## config.mk

```make
export PLATFORM = sky130hd
export DESIGN_NAME = rwrs_front
export DESIGN_NICKNAME = d
export VERILOG_FILES = /design/src/hw/rtl/rwrs_pkg.sv /design/src/hw/rtl/rwrs_front.sv
export SDC_FILE = /design/constraint.sdc
export NUM_CORES = 1
export LEC_CHECK = 0
export ABC_AREA = 1
export BUFFER_PORTS_ARGS = -buffer_cell sky130_fd_sc_hd__buf_2
export CAP_MARGIN = 10
export CORE_MARGIN = 2
export CORE_UTILIZATION = 40
export DETAILED_ROUTE_END_ITERATION = 7
export PLACE_DENSITY = 0.72
export SLEW_MARGIN = 20
export SYNTH_ARGS = -nofsm -noshare
export SYNTH_HDL_FRONTEND = slang
export SYNTH_SLANG_ARGS = --single-unit
```

## constraint.sdc

```tcl
create_clock -name clk -period 5.35 [get_ports clk]
set_input_delay 1.07 -clock clk [delete_from_list [all_inputs] [get_ports clk]]
set_output_delay 1.07 -clock clk [all_outputs]
set_load 0.05 [all_outputs]
```

## src/hw/rtl/rwrs_pkg.sv

```systemverilog
`timescale 1ns / 1ps
// ----------------------------------------------------------------------------
// rwrs_pkg
// Shared types and widths of the running and window regression slope block.
// ----------------------------------------------------------------------------
package rwrs_pkg;

	localparam int SAMPLE_W = 32;
	localparam int MEAN_W   = 48;
	localparam int DIFF_W   = 49;
	localparam int MOM_W    = 64;
	localparam int SUM_W    = 64;
	localparam int WIDE_W   = 128;
	localparam int PAIR_W   = 64;

	localparam logic [31:0] COUNT_MAX = 32'hFFFF_FFFF;

	typedef struct packed {
		logic signed [SAMPLE_W-1:0] response;
		logic signed [SAMPLE_W-1:0] predictor;
		logic                       skip;
	} rwrs_item_t;

	typedef struct packed {
		logic [31:0]                count;
		logic signed [SAMPLE_W-1:0] total_slope;
		logic                       total_valid;
		logic signed [SAMPLE_W-1:0] window_slope;
		logic                       window_valid;
	} rwrs_result_t;

endpackage

```

## src/hw/rtl/rwrs_front.sv

```systemverilog
`timescale 1ns / 1ps
// ----------------------------------------------------------------------------
// rwrs_front
// Input side: takes requests and holds them in a two-entry queue for the back.
// ----------------------------------------------------------------------------
module rwrs_front (
	input  logic                       clk,
	input  logic                       arst_n,
	input  logic                       sample_valid,
	output logic                       sample_ready,
	input  logic signed [31:0]         response_sample,
	input  logic signed [31:0]         predictor_sample,
	input  logic                       skip_sample,
	output logic                       queue_valid,
	input  logic                       queue_ready,
	output rwrs_pkg::rwrs_item_t       queue_item
);
	import rwrs_pkg::*;

	rwrs_item_t entry_q [2];
	logic       wr_ptr_q;
	logic       rd_ptr_q;
	logic [1:0] level_q;
	logic       push;
	logic       pop;

	assign sample_ready = (level_q != 2'd2);
	assign queue_valid  = (level_q != 2'd0);
	assign queue_item   = entry_q[rd_ptr_q];
	assign push         = sample_valid && sample_ready;
	assign pop          = queue_valid && queue_ready;

	always_ff @(posedge clk) begin
		if (push) begin
			entry_q[wr_ptr_q] <= '{response: response_sample,
			                       predictor: predictor_sample,
			                       skip: skip_sample};
		end
	end

	always_ff @(posedge clk or negedge arst_n) begin
		if (!arst_n) begin
			wr_ptr_q <= 1'b0;
			rd_ptr_q <= 1'b0;
			level_q  <= 2'd0;
		end else begin
			if (push) begin
				wr_ptr_q <= ~wr_ptr_q;
			end
			if (pop) begin
				rd_ptr_q <= ~rd_ptr_q;
			end
			if (push && !pop) begin
				level_q <= level_q + 2'd1;
			end else if (pop && !push) begin
				level_q <= level_q - 2'd1;
			end
		end
	end

endmodule

```

[Yosys cells after proc, flatten, opt, wreduce, memory -nomap -nowiden]
Memories as Yosys holds them, arrays and structs flattened.
Cells that the tools add are included.
Operators by class
  bitwise logic cells: 2
  add/subtract/negate cells: 2
  reduce and logical (&&, ||, !) cells: 8
  eq/ne operators: 1
  multiplexer cells: 4
Operators with widths (count)
  1-bit logical AND: 4
  2-bit 2-to-1 mux: 2
  2-bit nonzero test: 2
  2-bit by 1-bit adder with 2-bit output (second input constant): 1
  1-bit logical NOT: 2
  1-bit 2-to-1 mux: 2
  2-bit inequality test (second input constant): 1
  1-bit inverter: 2
  2-bit by 1-bit subtractor with 2-bit output (second input constant): 1
Storage, ports and cells
  memories kept: 1
  input port bits: 69
  output and inout bits: 67
  register bits: 4
  RAM bits: 130
  word-level logic and storage cells: 21
Memories
  entry_q: words 2, width 65, rd ports 1, clocked after Yosys merged registers in 0, write ports 1, RTL line rwrs_front.sv:20  | rwrs_item_t entry_q [2];

[Logic depth before layout (Yosys ltp)]
Gate-level depths: netlist of run 1.
  word-level depth: 6
  depth in mapped cells: 10
  mapped depth without buffers: 10

[Least setup slack after synthesis of run 1]
No wires, ideal clock.
  kind: input to register
  from: in sample_valid
  to: mem entry_q[0][0] (netlist name), enable pin
  path buffers: 0
  arrival: 3926 ps
  slack: 936 ps
  stages on the path: 2
  required time: 4861 ps
  library setup time: 489 ps
  cells stage by stage: nand2_1 > nor2_1
On the way
  cells in the longest elaborated chain, start to end: 3
RTL lines
  start, declared: RTL line rwrs_front.sv:9  | input logic sample_valid,
  1-bit logical AND: RTL line rwrs_front.sv:30  | assign push = sample_valid && sample_ready;
  1-bit 2-to-1 mux: RTL line rwrs_front.sv:34  | if (push) begin
  1-bit 2-to-1 mux (not written as such): RTL line rwrs_front.sv:35  | entry_q[wr_ptr_q] <= '{response: response_sample,
  end, declared: RTL line rwrs_front.sv:20
Every way passes these cells.

==> impl_results.md, run 1 <==
* Status: completed
* Total GRT Usage at 14.4%
* Crit Path Class: reg2out
* Die height at 115 um
* Hold Buf Count CTS at 0
* First-pass GRT wire length at 14.1 mm
* Area Overhead vs Synth at 30.4%
* Slew headroom at 37.6%
* Tcrit/Tclk final at 59.0%
* CP required at 4.28 ns
* Setup ws final at 2.19 ns
* RSZ-0062 raised after global routing: no
* Mean Syn Cell Area at 13.4 um^2
* Worst-path clk slew at 0.06 ns
* Worst Path Max Fanout at 66
* Final hold violations at 0
* Initial DRT Pass Iterations at 4
* Vias at 3,047
* Area contributors post-synth: edfxtp_1 (79%), nand2_1 (16%), dfrtp_1 (2.0%)
* Post-synthesis cell type with the largest combined area: edfxtp_1
* Synthesized instance count at 368
* WL final at 9.34 mm
* R2R Setup Slk at 2.95 ns
* Post_cts resized at 0
* Clock sink count at 134
* Initial core utilization at 41.1%
* Max Cap Viol at 0
* Clock Latency Late Sink at 0.40 ns
* Slew of the pin with the lowest slew margin at 0.937 ns
* Warnings, synthesis at 0
* RR Startpoint: level_q[0]$_DFFE_PN0P_
* H-tree lvl count at 4
* Number of library cell types mapped by synthesis at 13
* Mapped Nets at 438
* Row cnt at 40
* Final setup violation count at 0
* DRC at 0
* CTS root buffer: clkbuf_16
* Share of layout cells above drive strength 1 at 32.4%
* Fin. max-slew vios at 0
* CTS Buf Count at 17
* R2R depth at 5
* Die area at 13,200 um^2
* Post-Syn Area at 4940 um^2
* Worst setup EP type: output port
* DRT iter0 DRCs at 196
* Largest net degree at the start of global routing at 67
* Post-CTS Setup Bufs at 0
* Hold Path Class: in2async
* WP data arrival at 2.09 ns
* Routed Antenna Nets at 0
* Skew final at 0.00490 ns
* Yosys top cell area share at 79.1%
* Core area at 12,000 um^2
* R2r endpoint: entry_q[1][27]$_DFFE_PP_
* Post-Place Setup Slack at 2.32 ns
* Drt wl/cell at 13.9 um
* Yosys reg bits at 134
* # fillers at 1,010
* Global placer's final weighted congestion at 0.712
* Port buffer count at 135
* Antenna fix cells at 0
* CTS max path bufs at 2
* Final worst path period need at 3.16 ns
* Vias in the first global route at 2,938
* Io pins at 136
* Fmax at 0.317 GHz
* Crit start category: flop
* Vias per inst at 4.54
* Final nets at 581
* Seq/Total Area, Yosys at 81.1%
* Initial antenna violation count at 0
* CTS tree: done
* DP HPWL at 5.62 mm
* Setup TNS at 0 ns
* Die width at 115 um
* Gr ovfl total at 0
[metal layers]
layer  track usage (%)  share of wire (%)
met1              18.0                 44
met2              22.7                 48
met3              4.74                6.1
met4              6.75                1.2
met5                 0                  0
[synth_stat cells]
cell / count
buf_2: 9
inv_2: 1
nand4_1: 1
inv_1: 6
edfxtp_1: 130
dfrtp_1: 4
buf_4: 5
nand3_1: 2
nor2_1: 2
xor2_1: 1
xnor2_1: 1
nand2_1: 205
ha_1: 1
[logic make-up after synthesis]
logic type / synth area share (%)
xor+xnor: 0.355
fa+ha+maj: 0.253
buf+inv: 2.21
flops: 81.1
simple gates: 16.1
[worst max-delay path by stage]
| stage | from | end | slack, ns | cells after the start |
|---|---|---|---|---|
| after floorplan | sample_valid | entry_q[0][0]$_DFFE_PP_ | 0.94 | 2 |
| after global placement | sample_valid | entry_q[1][37]$_DFFE_PP_ | 2.41 | 4 |
| after detailed placement | sample_valid | entry_q[1][37]$_DFFE_PP_ | 2.32 | 4 |
| after CTS | rd_ptr_q$_DFFE_PN0P_ | queue_item[19] | 2.04 | 4 |
| after global routing | rd_ptr_q$_DFFE_PN0P_ | queue_item[11] | 1.98 | 4 |
| final | rd_ptr_q$_DFFE_PN0P_ | queue_item[19] | 2.19 | 4 |
[placed cells by master, fill, tap and decap left out]
cell type / n
bufinv_16: 7
ha_1: 1
nor2_4: 2
dfrtp_1: 3
xor2_1: 1
clkinv_1: 3
dfrtp_2: 1
clkbuf_1: 1
nand3_1: 2
clkbuf_16: 17
nand2_1: 205
clkinv_2: 1
xnor2_1: 1
clkinv_4: 3
edfxtp_1: 130
buf_2: 135
inv_1: 6
nand4_1: 1
clkinvlp_4: 1
buf_4: 3
[area by class of cell]
type | instances | area, um^2 | area share (%)
clock inverter | 14 | 255 | 3.97
sequential | 134 | 4010 | 62.2
clock buffer | 18 | 429 | 6.67
tap | 147 | 184 | 2.86
multi-input combinational | 213 | 838 | 13.0
timing repair buffer | 138 | 698 | 10.8
inverter | 7 | 27.5 | 0.428
[sequential cells by signal, summed over array words and instances (netlist names)]
| register | flops |
|---|---|
| rd_ptr_q | 1 |
| level_q | 2 |
| wr_ptr_q | 1 |
| entry_q | 130 |
[worst max-delay path, stage by stage (launching register included)]
cell	delay, ns
dfrtp_2	0.36
clkinv_2	0.71
nand2_1	0.28
nand2_1	0.08
buf_2	0.22
[metrics by stage]
stage | std cells | cell area [um^2] | hold WS [ns] | utilization (%)
4_1_cts | 671 | 6440 | 0.441 | 53.6
3_5_place_dp | 639 | 5750 | 0.504 | 47.9
3_3_place_gp | 639 | 5750 | 0.476 | 47.9
6_report | 671 | 6440 | 0.461 | 53.6
2_1_floorplan | 368 | 4940 | 0.462 | -
5_1_grt | 671 | 6440 | 0.445 | 53.6
Power of run 1 is left out: the tool's default activity adds up to more than one toggle a clock period on the data nets, which glitch-free logic cannot reach.
==> run 2: changes to the inputs <==
==> constraint.sdc (replaced) <==
create_clock -name clk -period 3.3 [get_ports clk]
set_input_delay 0.66 -clock clk [delete_from_list [all_inputs] [get_ports clk]]
set_output_delay 0.66 -clock clk [all_outputs]
set_load 0.05 [all_outputs]
==> run 2 against run 1 <==
First-iteration DRC count down 42%. Clock-buffer cell count up 1. Non-clock buffer count up 1. Die area unchanged. Setup slack worse by 1.5 ns. Global-route usage up 0.19 points. Hold slack worse by 0.40 ns. Via count up 1.8%. Critical path type unchanged. Design area down 1.8%. Clock skew up 0.0018 ns. Flip-flop and latch count unchanged. Highest routed layer unchanged.
==> impl_results.md, run 2 (synthesized netlist as in run 1, its figures left out) <==
* Status: completed
* Initial antenna violation count at 0
* CTS Buf Count at 17
* Antenna fix cells at 0
* Total GRT Usage at 14.6%
* Vias in the first global route at 3,048
* Io pins at 136
* Clock sink count at 134
* Gr ovfl total at 0
* Tcrit/Tclk final at 79.3%
* Crit start category: flop
* Slew of the pin with the lowest slew margin at 0.713 ns
* Initial core utilization at 41.1%
* Fin area at 6320 um^2
* Placed cell area at 5800 um^2
* Clock Latency Late Sink at 0.40 ns
* DP HPWL at 5.89 mm
* CTS max path bufs at 2
* Post-CTS Setup Bufs at 0
* WP data arrival at 1.96 ns
* Max stage delay cell, worst path: inv_2
* Die width at 115 um
* Worst stage delay on the critical path at 0.46 ns
* Area Overhead vs Synth at 28.0%
* R2R Setup Slk at 1.60 ns
* WL final at 9.47 mm
* Share of layout cells above drive strength 1 at 32.1%
* H-tree lvl count at 4
* Largest net degree at the start of global routing at 67
* Max Cap Viol at 0
* CTS tree: done
* # fillers at 1,052
* Worst setup EP type: output port
* Final hold violations at 0
* Inst Count DP at 640
* Final setup violation count at 0
* Commonest cells after routing, fill and taps aside: nand2_1 (205), buf_2 (135), edfxtp_1 (130)
* Skew final at 0.00665 ns
* RSZ-0062 raised after global routing: no
* First-pass GRT wire length at 14.5 mm
* Global placer's final weighted congestion at 0.763
* Routed Antenna Nets at 0
* Die area at 13,200 um^2
* CTS root buffer: clkbuf_16
* DRT iter0 DRCs at 114
* Die height at 115 um
* Core area at 12,000 um^2
* Commonest non-fill, non-tap cell in the layout: nand2_1
* Vias per inst at 4.62
* Largest regs: entry_q: 130 flops, level_q: 2 flops
* Hold Buf Count CTS at 0
* Crit Path Class: reg2out
* Worst-path clk slew at 0.05 ns
* Worst Path Max Fanout at 34
* Reg with most FFs: entry_q
* Hold Path Class: in2async
* Port buffer count at 135
* CP required at 2.64 ns
* Crit-path most repeated cell: nand2_1
* Setup TNS at 0 ns
* Slew headroom at 52.5%
* Fin. max-slew vios at 0
* Fin cells at 671
* WHS at 0.0636 ns
* Max reg flops at 130
* DRC at 0
* Fmax at 0.382 GHz
* Drt wl/cell at 14.1 um
* Vias at 3,102
* Row cnt at 40
* Initial DRT Pass Iterations at 4
* Crit-path cells: inv_2, buf_12, nand2_1, nand2_1, buf_2
* Final worst path period need at 2.62 ns
* Final nets at 582
* Post_cts resized at 0
==> run 2: cell types whose count changed in the layout (fill, tap and decap cells not counted) <==
cell        delta
bufinv_16      -6
clkbuf_1       +1
inv_2          +1
clkinv_1       +1
clkinv_4       -2
clkinvlp_4     +1
buf_12         +3
buf_4          -2
clkinv_2       +3
==> run 2: final cells by class <==
type / count / area (um^2) / area share [%]
flip-flops and latches: 134 / 4010 / 63.4
clock inverters: 12 / 88.8 / 1.41
clock buffers: 19 / 433 / 6.85
multi-input cells: 213 / 838 / 13.3
repair buffers: 139 / 743 / 11.8
well taps: 147 / 184 / 2.91
inverters: 7 / 26.3 / 0.416
==> run 2: per-stage QoR <==
stage | util [%] | setup WS, ns
3_3_place_gp | 48.3 | 1.08
6_report | 52.6 | 0.684
2_1_floorplan | - | -0.925
4_1_cts | 52.6 | 0.627
5_1_grt | 52.6 | 0.508
3_5_place_dp | 48.3 | 1.06
==> run 2: worst paths after layout <==
check                                            start                       end  cells after the start
worst max-delay path              rd_ptr_q$_DFFE_PN0P_            queue_item[23]                      5
worst min-delay path                            arst_n      wr_ptr_q$_DFFE_PN0P_                      1
worst max register to register  level_q[0]$_DFFE_PN0P_  entry_q[1][58]$_DFFE_PP_                      5
worst min register to register  level_q[0]$_DFFE_PN0P_    level_q[0]$_DFFE_PN0P_                      1
max in group asynchronous                       arst_n      rd_ptr_q$_DFFE_PN0P_                      1
min in group clk                  predictor_sample[28]  entry_q[0][29]$_DFFE_PP_                      1
==> run 2: per-layer routing <==
metal | track usage, % | vias up | part of all wire (%)
li1 | - | 1522 | -
met1 | 17.6 | 1481 | 43
met2 | 24.0 | 91 | 50
met3 | 5.11 | 8 | 6.2
met4 | 5.78 | 0 | 1.0
met5 | 0 | - | 0
==> run 2: worst max-delay path: cells and delay by family, from the launching register on <==
| kind | cells | cell delay [ns] |
|---|---|---|
| buffers and inverters | 3 | 1.01 |
| flip-flops | 1 | 0.40 |
| AND/OR/NAND/NOR | 2 | 0.15 |
Power of run 2 is left out for the same reason.
